[src/sv/ttb_pkg.sv]
// Shared types and constants for the transparent translated blit.
package ttb_pkg;

    // Configuration register indexes
    localparam int unsigned CFG_IDX_W = 4;
    localparam logic [CFG_IDX_W-1:0] CFG_DEST_X          = 4'd0;
    localparam logic [CFG_IDX_W-1:0] CFG_DEST_Y          = 4'd1;
    localparam logic [CFG_IDX_W-1:0] CFG_PIC_WIDTH       = 4'd2;
    localparam logic [CFG_IDX_W-1:0] CFG_PIC_HEIGHT      = 4'd3;
    localparam logic [CFG_IDX_W-1:0] CFG_SCREEN_WIDTH    = 4'd4;
    localparam logic [CFG_IDX_W-1:0] CFG_SCREEN_HEIGHT   = 4'd5;
    localparam logic [CFG_IDX_W-1:0] CFG_TRANSPARENT_KEY = 4'd6;
    localparam logic [CFG_IDX_W-1:0] CFG_TRANSLATE_EN    = 4'd7;

    localparam int unsigned CFG_DATA_W = 11;
    localparam int unsigned ADDR_W     = 20;
    localparam int unsigned PIX_W      = 8;
    localparam int unsigned COL_W      = 11;
    localparam int unsigned ROW_W      = 10;
    localparam int unsigned PROD_W     = 21;

    // Input command codes
    localparam logic CMD_LOAD  = 1'b0;
    localparam logic CMD_PIXEL = 1'b1;

    // Current configuration plus the registered origin product
    typedef struct packed {
        logic [9:0]        dest_x;
        logic [9:0]        dest_y;
        logic [10:0]       pic_width;
        logic [9:0]        pic_height;
        logic [10:0]       screen_width;
        logic [9:0]        screen_height;
        logic [7:0]        transparent_key;
        logic              translate_enable;
        logic [PROD_W-1:0] origin_prod;   // dest_y * screen_width
    } cfg_t;

    // Per-pixel results from the address generator
    typedef struct packed {
        logic [ADDR_W-1:0] addr;
        logic              wr;
        logic              last;
        logic              err;
    } pix_info_t;

endpackage

[src/sv/ttb_cfg_regs.sv]
// Configuration register file with a registered origin row product.
module ttb_cfg_regs
(
    input  logic                                clk,
    input  logic                                rst_n,
    input  logic                                wr_en,
    input  logic [ttb_pkg::CFG_IDX_W-1:0]       wr_index,
    input  logic [ttb_pkg::CFG_DATA_W-1:0]      wr_data,
    output ttb_pkg::cfg_t                       cfg
);

    ttb_pkg::cfg_t cfg_reg;
    ttb_pkg::cfg_t cfg_next;

    // Register writes; the product follows dest_y or screen_width updates
    always_comb
    begin
        cfg_next = cfg_reg;
        if (wr_en)
        begin
            unique case (wr_index)
                ttb_pkg::CFG_DEST_X:
                begin
                    cfg_next.dest_x = wr_data[9:0];
                end
                ttb_pkg::CFG_DEST_Y:
                begin
                    cfg_next.dest_y      = wr_data[9:0];
                    cfg_next.origin_prod = ttb_pkg::PROD_W'(wr_data[9:0] * cfg_reg.screen_width);
                end
                ttb_pkg::CFG_PIC_WIDTH:
                begin
                    cfg_next.pic_width = wr_data[10:0];
                end
                ttb_pkg::CFG_PIC_HEIGHT:
                begin
                    cfg_next.pic_height = wr_data[9:0];
                end
                ttb_pkg::CFG_SCREEN_WIDTH:
                begin
                    cfg_next.screen_width = wr_data[10:0];
                    cfg_next.origin_prod  = ttb_pkg::PROD_W'(cfg_reg.dest_y * wr_data[10:0]);
                end
                ttb_pkg::CFG_SCREEN_HEIGHT:
                begin
                    cfg_next.screen_height = wr_data[9:0];
                end
                ttb_pkg::CFG_TRANSPARENT_KEY:
                begin
                    cfg_next.transparent_key = wr_data[7:0];
                end
                ttb_pkg::CFG_TRANSLATE_EN:
                begin
                    cfg_next.translate_enable = wr_data[0];
                end
                default:
                begin
                    cfg_next = cfg_reg;
                end
            endcase
        end
    end

    always_ff @(posedge clk or negedge rst_n)
    begin
        if (!rst_n)
        begin
            cfg_reg.dest_x           <= 10'd0;
            cfg_reg.dest_y           <= 10'd0;
            cfg_reg.pic_width        <= 11'd8;
            cfg_reg.pic_height       <= 10'd8;
            cfg_reg.screen_width     <= 11'd320;
            cfg_reg.screen_height    <= 10'd200;
            cfg_reg.transparent_key  <= 8'd255;
            cfg_reg.translate_enable <= 1'b0;
            cfg_reg.origin_prod      <= '0;
        end
        else
        begin
            cfg_reg <= cfg_next;
        end
    end

    assign cfg = cfg_reg;

endmodule

[src/sv/ttb_remap_mem.sv]
// 256 x 8 translation table memory, one write and one registered read port.
module ttb_remap_mem
(
    input  logic       clk,
    input  logic       wr_en,
    input  logic [7:0] wr_addr,
    input  logic [7:0] wr_data,
    input  logic       rd_en,
    input  logic [7:0] rd_addr,
    output logic [7:0] rd_data
);

    logic [7:0] mem [256];
    logic [7:0] rd_data_reg;

    // Write port
    always_ff @(posedge clk)
    begin
        if (wr_en)
        begin
            mem[wr_addr] <= wr_data;
        end
    end

    // Registered read port
    always_ff @(posedge clk)
    begin
        if (rd_en)
        begin
            rd_data_reg <= mem[rd_addr];
        end
    end

    assign rd_data = rd_data_reg;

endmodule

[src/sv/ttb_addr_gen.sv]
// Column/row counters, fit test, key test and frame-buffer address.
module ttb_addr_gen
#(
    parameter int unsigned MAX_SCREEN_WIDTH  = 1024,
    parameter int unsigned MAX_SCREEN_HEIGHT = 768
)
(
    input  logic                         clk,
    input  logic                         rst_n,
    input  ttb_pkg::cfg_t                cfg,
    input  logic                         step,
    input  logic [ttb_pkg::PIX_W-1:0]    src_pixel,
    output ttb_pkg::pix_info_t           info
);

    logic [ttb_pkg::COL_W-1:0]  col_reg, col_next;
    logic [ttb_pkg::ROW_W-1:0]  row_reg, row_next;
    logic [ttb_pkg::ADDR_W-1:0] row_base_reg, row_base_next;

    logic                       fits;
    logic [11:0]                x_end;
    logic [10:0]                y_end;
    logic [10:0]                w_eff;
    logic [9:0]                 h_eff;
    logic                       row_end;
    logic                       pic_end;

    // Fit test on the current registers
    always_comb
    begin
        x_end = 12'(cfg.dest_x) + 12'(cfg.pic_width);
        y_end = 11'(cfg.dest_y) + 11'(cfg.pic_height);
        fits  = (cfg.pic_width != '0) && (cfg.pic_height != '0)
             && (32'(cfg.screen_width) <= 32'(MAX_SCREEN_WIDTH))
             && (32'(cfg.screen_height) <= 32'(MAX_SCREEN_HEIGHT))
             && (x_end <= 12'(cfg.screen_width))
             && (y_end <= 11'(cfg.screen_height));
    end

    // End of row / end of picture, zero dimension counts as one
    always_comb
    begin
        w_eff   = (cfg.pic_width == '0) ? 11'd1 : cfg.pic_width;
        h_eff   = (cfg.pic_height == '0) ? 10'd1 : cfg.pic_height;
        row_end = (12'(col_reg) + 12'd1) >= 12'(w_eff);
        pic_end = (11'(row_reg) + 11'd1) >= 11'(h_eff);
    end

    // Result fields for this pixel
    always_comb
    begin
        info.err  = !fits;
        info.last = row_end && pic_end;
        if (!fits)
        begin
            info.addr = '0;
            info.wr   = 1'b0;
        end
        else
        begin
            info.addr = ttb_pkg::ADDR_W'(cfg.origin_prod) + ttb_pkg::ADDR_W'(cfg.dest_x)
                      + row_base_reg + ttb_pkg::ADDR_W'(col_reg);
            info.wr   = (src_pixel != cfg.transparent_key);
        end
    end

    // Counter advance
    always_comb
    begin
        col_next      = col_reg;
        row_next      = row_reg;
        row_base_next = row_base_reg;
        if (step)
        begin
            if (row_end)
            begin
                col_next = '0;
                if (pic_end)
                begin
                    row_next      = '0;
                    row_base_next = '0;
                end
                else
                begin
                    row_next      = row_reg + 1'b1;
                    row_base_next = row_base_reg + ttb_pkg::ADDR_W'(cfg.screen_width);
                end
            end
            else
            begin
                col_next = col_reg + 1'b1;
            end
        end
    end

    always_ff @(posedge clk or negedge rst_n)
    begin
        if (!rst_n)
        begin
            col_reg      <= '0;
            row_reg      <= '0;
            row_base_reg <= '0;
        end
        else
        begin
            col_reg      <= col_next;
            row_reg      <= row_next;
            row_base_reg <= row_base_next;
        end
    end

endmodule

[src/sv/transparent_translated_blit_top.sv]
// Top level of the transparent translated blit: stream ports and output pipeline.
//
// Usage:
//   s_* carries commands: s_tuser is the command (0 loads a translation
//   entry, 1 delivers a source pixel); s_tdata holds table_index [7:0],
//   table_value [15:8] and src_pixel [23:16]. A load writes the remap table
//   and produces no output transaction; each pixel produces exactly one.
//   m_* carries frame-buffer writes: m_tdata holds dest_address [19:0] and
//   pixel_value [27:20], m_tuser holds write_enable [0] and coord_error [1],
//   and m_tlast marks the last pixel of the picture.
//   cfg_* writes one configuration register per transaction (always ready);
//   users must change registers only with no pixel in flight; not enforced.
// Timing: one transaction per cycle sustained while m_tready stays high. An
//   accepted pixel waits in stage 1 for the synchronous table read, then in
//   the output register, before it appears on m_*.
// Reset: counters clear and the pipeline empties; table contents are not
//   cleared and must be loaded before translated pixels use them.
// Stall: when m_tready is low the output register and the stage behind it
//   hold, and s_tready drops once both are full.
module transparent_translated_blit_top
#(
    parameter int unsigned MAX_SCREEN_WIDTH  = 1024,
    parameter int unsigned MAX_SCREEN_HEIGHT = 768
)
(
    input  logic                              clk,
    input  logic                              rst_n,
    // Command input
    input  logic                              s_tvalid,
    output logic                              s_tready,
    input  logic [23:0]                       s_tdata,   // table_index, table_value, src_pixel
    input  logic [0:0]                        s_tuser,   // command
    // Frame-buffer write output
    output logic                              m_tvalid,
    input  logic                              m_tready,
    output logic [31:0]                       m_tdata,   // dest_address, pixel_value, zero pad
    output logic [1:0]                        m_tuser,   // write_enable, coord_error
    output logic                              m_tlast,   // last_pixel
    // Configuration write
    input  logic                              cfg_valid,
    output logic                              cfg_ready,
    input  logic [ttb_pkg::CFG_IDX_W-1:0]     cfg_index,
    input  logic [ttb_pkg::CFG_DATA_W-1:0]    cfg_data
);

    ttb_pkg::cfg_t      cfg;
    ttb_pkg::pix_info_t info;

    logic       in_xact;
    logic       pix_xact;
    logic       load_xact;
    logic [7:0] table_index;
    logic [7:0] table_value;
    logic [7:0] src_pixel;
    logic [7:0] rd_data;

    // Stage 1: waits for the table read
    logic                       s1_valid_reg, s1_valid_next;
    ttb_pkg::pix_info_t         s1_info_reg;
    logic [7:0]                 s1_src_reg;
    logic                       s1_xlate_reg;
    logic                       s1_move;

    // Output register
    logic                       out_valid_reg, out_valid_next;
    logic [31:0]                out_data_reg;
    logic [1:0]                 out_user_reg;
    logic                       out_last_reg;
    logic                       out_free;
    logic [7:0]                 s1_pixel;

    assign cfg_ready = 1'b1;

    // Input field unpacking
    assign table_index = s_tdata[7:0];
    assign table_value = s_tdata[15:8];
    assign src_pixel   = s_tdata[23:16];

    // Flow control
    assign out_free  = !out_valid_reg || m_tready;
    assign s1_move   = s1_valid_reg && out_free;
    assign s_tready  = !s1_valid_reg || out_free;
    assign in_xact   = s_tvalid && s_tready;
    assign pix_xact  = in_xact && (s_tuser[0] == ttb_pkg::CMD_PIXEL);
    assign load_xact = in_xact && (s_tuser[0] == ttb_pkg::CMD_LOAD);

    ttb_cfg_regs u_cfg_regs
    (
        .clk      (clk),
        .rst_n    (rst_n),
        .wr_en    (cfg_valid && cfg_ready),
        .wr_index (cfg_index),
        .wr_data  (cfg_data),
        .cfg      (cfg)
    );

    ttb_addr_gen
    #(
        .MAX_SCREEN_WIDTH  (MAX_SCREEN_WIDTH),
        .MAX_SCREEN_HEIGHT (MAX_SCREEN_HEIGHT)
    )
    u_addr_gen
    (
        .clk       (clk),
        .rst_n     (rst_n),
        .cfg       (cfg),
        .step      (pix_xact),
        .src_pixel (src_pixel),
        .info      (info)
    );

    // Loads and pixel reads never share a cycle, so no forwarding is needed
    ttb_remap_mem u_remap_mem
    (
        .clk     (clk),
        .wr_en   (load_xact),
        .wr_addr (table_index),
        .wr_data (table_value),
        .rd_en   (pix_xact),
        .rd_addr (src_pixel),
        .rd_data (rd_data)
    );

    // Stage 1 control
    always_comb
    begin
        s1_valid_next = s1_valid_reg;
        if (in_xact)
        begin
            s1_valid_next = pix_xact;
        end
        else if (s1_move)
        begin
            s1_valid_next = 1'b0;
        end
    end

    always_ff @(posedge clk or negedge rst_n)
    begin
        if (!rst_n)
        begin
            s1_valid_reg <= 1'b0;
        end
        else
        begin
            s1_valid_reg <= s1_valid_next;
        end
    end

    // Stage 1 payload
    always_ff @(posedge clk)
    begin
        if (pix_xact)
        begin
            s1_info_reg  <= info;
            s1_src_reg   <= src_pixel;
            s1_xlate_reg <= cfg.translate_enable;
        end
    end

    // Pixel value selection after the table read
    always_comb
    begin
        if (!s1_info_reg.wr)
        begin
            s1_pixel = '0;
        end
        else if (s1_xlate_reg)
        begin
            s1_pixel = rd_data;
        end
        else
        begin
            s1_pixel = s1_src_reg;
        end
    end

    // Output register control
    always_comb
    begin
        out_valid_next = out_valid_reg;
        if (s1_move)
        begin
            out_valid_next = 1'b1;
        end
        else if (m_tready)
        begin
            out_valid_next = 1'b0;
        end
    end

    always_ff @(posedge clk or negedge rst_n)
    begin
        if (!rst_n)
        begin
            out_valid_reg <= 1'b0;
        end
        else
        begin
            out_valid_reg <= out_valid_next;
        end
    end

    // Output payload
    always_ff @(posedge clk)
    begin
        if (s1_move)
        begin
            out_data_reg <= {4'b0000, s1_pixel, s1_info_reg.addr};
            out_user_reg <= {s1_info_reg.err, s1_info_reg.wr};
            out_last_reg <= s1_info_reg.last;
        end
    end

    assign m_tvalid = out_valid_reg;
    assign m_tdata  = out_data_reg;
    assign m_tuser  = out_user_reg;
    assign m_tlast  = out_last_reg;

endmodule

[config.mk]
export PLATFORM = sky130hd
export DESIGN_NAME = transparent_translated_blit_top
export DESIGN_NICKNAME = d
export VERILOG_FILES = /design/src/sv/ttb_pkg.sv /design/src/sv/ttb_cfg_regs.sv /design/src/sv/ttb_remap_mem.sv /design/src/sv/ttb_addr_gen.sv /design/src/sv/transparent_translated_blit_top.sv
export SDC_FILE = /design/constraint.sdc
export NUM_CORES = 2
export LEC_CHECK = 0
export BUFFER_PORTS_ARGS = -buffer_cell sky130_fd_sc_hd__buf_4
export CORE_MARGIN = 2
export CORE_UTILIZATION = 49
export CTS_BUF_LIST = sky130_fd_sc_hd__clkbuf_4
export DETAILED_ROUTE_END_ITERATION = 16
export HOLD_SLACK_MARGIN = 0.1
export PLACE_DENSITY_LB_ADDON = 0.2
export SYNTH_ARGS = -nofsm -noshare
export SYNTH_HDL_FRONTEND = slang
export SYNTH_SLANG_ARGS = --single-unit
[constraint.sdc]
create_clock -name clk -period 7.2 [get_ports clk]
set_input_delay 1.08 -clock clk [delete_from_list [all_inputs] [get_ports clk]]
set_output_delay 1.08 -clock clk [all_outputs]
set_load 0.05 [all_outputs]
==> out/qor.yml <==
path_clk_slew_ns: 0.07
combinationalPowerShare_pct: 25.2
synth_top_area_share_pct: 65.0
design_area_um2: 109000
rows: 164
clock_power_share_pct: 31.3
num_io_pins: 83
largest_reg_flops: 2048
wire_per_inst_um: 26.9
slew_headroom_pct: 24.8
crit_path_end_kind: "flip-flop"
finalSetupViolCount: 0
place.gp.congestion: 0.826
finalPower_uw: 34500
fin_ws_ns: 1.53
fin_hold_ws_ns: 0.240
synth-seq-cells: 2253
synth.distinct_cells: 65
antenna_left: 0
dpl_cell_area_um2: 102000
clock.fmax_ghz: 0.177
grt_use_total_pct: 23.3
p_seq_share_pct: 43.5
post-place-ws_ns: 0.850
switching_share_pct: 30.3
synthCells: 5189
post_cts_resized: 0
cellInternalPower_uw: 24100
post-route-period-util_pct: 78.7
static-leakage-power_uw: 0.0374
synth-async-reset-ratio_pct: 5.95
core_um2: 199000
yosysWarnings: 0
syn_to_final_growth_pct: 11.2
cp.arrival_ns: 6.82
totalNegativeSetupSlack_ns: 0
crit_fanout: 14
grt_overflow: 0
htreeDepth: 6
grt_pass1_vias: 53600
cts-buffers-inserted: 594
root_buffer: "clkbuf_4"
min_period_ns: 5.67
drt_pass1_iterations: 6
yosys-top-cells-area: "edfxtp_1 65%, mux4_2 15%, fa_1 3.3%"
tightest_slew_ns: 1.13
pwr_density_cell_nw_per_um2: 318
hold_buffers: 14
dieArea_um2: 203000
vias: 50900
min_path_type: "in -> reg"
die_x_um: 451
ys.flop_type: "edfxtp_1"
yosysSeqAreaShare_pct: 68.5
synth_edf_count: 2119
fp.dieH_um: 451
outcome: "finished, final reports clean"
grt_pass1_wl_um: 350000
vias_per_cell: 5.84
rsz0062_at_grt: "no"
drc: 0
clock_path_buffers: 4
skew_ns: 0.0994
worst-setup-path-type: "reg -> reg"
cts_tree: "built"
grt_max_degree: 190
dp_hpwl_um: 144000
routed_wl_um: 235000
first_iter_violations: 4824
syn_area_um2: 97800
insertion_delay_ns: 1.36
drive_above_1_share_pct: 29.5
drv_slew: 0
vdd_drop_max_uv: 333
portBuffers: 77
post_cts_buffers: 0
drv_cap: 0
hold_violations: 0
syn_area_per_cell_um2: 18.9
clock-sinks: 2253
start_util_pct: 49.2
nets: 6109
synth_top_cell_by_area: "edfxtp_1"
p_switching_uw: 10500
antenna_found_initial: 8
cp-start-kind: "flip-flop"
crit_required_ns: 8.36
## power by group through the flow
stage,combinational (uW),sequential [uW],clock [uW]
floorplan,6390,15100,0
global placement,8700,15300,0
detailed placement,8740,15300,0
CTS,8820,15000,11100
global route,9870,15100,11800
finish,8700,15000,10800
## Yosys cell counts, drive strengths merged (3+ instances only)
master   count
o21a        13
xnor2       60
clkbuf     193
xor2        43
a31oi        4
a311o        3
o31ai        5
o21bai      14
inv        210
dfrtp      119
and2       122
nor3        37
a21o        28
mux2        53
nor3b        6
nor4        14
nand2      220
edfxtp    2119
nand2b      21
mux4       658
a41o         3
fa         162
a211oi      19
o41ai        8
a21oi       97
and3        15
ha         217
o22ai       13
buf         86
or2          5
nand3b       4
nand3       41
and4         3
nand4        9
nor4b        3
dfstp       15
a2111oi      5
mux2i       46
or3          8
nor2       333
o21ai       93
a22o        10
nor2b       27
## cells in the final DEF (no fill, tap or decap), drive strengths merged, types with 9 or more instances in the layout
| cell | n |
|---|---|
| a211oi | 19 |
| a21o | 28 |
| a21oi | 97 |
| a22o | 10 |
| and2 | 122 |
| and3 | 15 |
| buf | 160 |
| bufinv | 11 |
| clkbuf | 848 |
| clkinv | 93 |
| dfrtp | 119 |
| dfstp | 15 |
| diode | 12 |
| dlygate4sd3 | 14 |
| edfxtp | 2119 |
| fa | 162 |
| ha | 217 |
| inv | 221 |
| mux2 | 53 |
| mux2i | 46 |
| mux4 | 658 |
| nand2 | 220 |
| nand2b | 21 |
| nand3 | 41 |
| nand4 | 9 |
| nor2 | 333 |
| nor2b | 27 |
| nor3 | 37 |
| nor4 | 14 |
| o21a | 13 |
| o21ai | 93 |
| o21bai | 14 |
| o22ai | 13 |
| xnor2 | 60 |
| xor2 | 43 |
## through the flow
step	util [%]	std cells
3_5_place_dp	51.0	7731
5_1_grt	54.7	8719
6_report	54.7	8719
2_1_floorplan	-	5192
4_1_cts	54.7	8707
3_3_place_gp	51.0	7731
## routing by layer
metal,share of wire [%],wire [um],vias up,global-route usage [%]
met5,0.0055,13,-,0
met2,49,116000,2019,37.6
met1,40,94400,26600,31.5
met3,7.3,17200,468,4.88
met4,3.2,7470,2,8.66
li1,-,-,21800,-
## final timing paths
path / startpoint / to / slack (ns) / cells after the start
hold reg to reg: s1_info_reg[19]$_SDFFCE_PN0P_ / m_tdata[16]$_DFFE_PP_ / 0.40 / 0
setup reg to reg: u_cfg_regs.cfg[73]$_DFFE_PN0P_ / u_cfg_regs.cfg[18]$_DFFE_PN0P_ / 1.53 / 19
max in group asynchronous: rst_n / u_cfg_regs.cfg[81]$_DFFE_PN0P_ / 5.33 / 3
min in group asynchronous: rst_n / m_tvalid$_DFFE_PN0P_ / 0.29 / 2
setup / recovery: u_cfg_regs.cfg[73]$_DFFE_PN0P_ / u_cfg_regs.cfg[18]$_DFFE_PN0P_ / 1.53 / 19
hold / removal: s_tdata[9] / u_remap_mem.mem[124][1]$_DFFE_PP_ / 0.24 / 1
## kinds of logic (layout without fill, tap and decap cells)
kind of cell,after synthesis,in the layout,share of synthesized area [%]
XOR/XNOR,103,103,0.922
multiplexers,757,757,16.2
AO/OA/AOI/OAI,335,335,2.14
AND/OR/NAND/NOR,871,871,4.09
buffers and inverters,489,1348,2.04
other,2,17,0.00768
adder cells (fa/ha/maj),379,379,6.09
flip-flops,2253,2253,68.5
## layout make-up
type,count,area (um2)
Clock inverter,116,747
Inverter,210,788
Antenna cell,12,30.0
Multi-Input combinational cell,2450,28900
Clock buffer,846,6350
Sequential cell,2253,67000
Tap cell,2656,3320
Timing Repair Buffer,176,1690
Fill cell,15600,90200
## worst max-delay path, stage by stage, from the launching register on
cell and delay, ns:
dfrtp_1 0.77, nand2_1 0.17, fa_1 0.56, inv_1 0.05
fa_1 0.48, fa_1 0.50, fa_1 0.49, inv_1 0.05
fa_1 0.47, inv_1 0.04, ha_1 0.33, a21oi_1 0.20
nor2_1 0.08, a211oi_1 0.29, nand2_1 0.12, a41o_1 0.27
o41ai_1 0.33, xnor2_1 0.11, a21oi_1 0.14, o21ai_0 0.08
No activity file was read; power rests on OpenSTA's default activity.
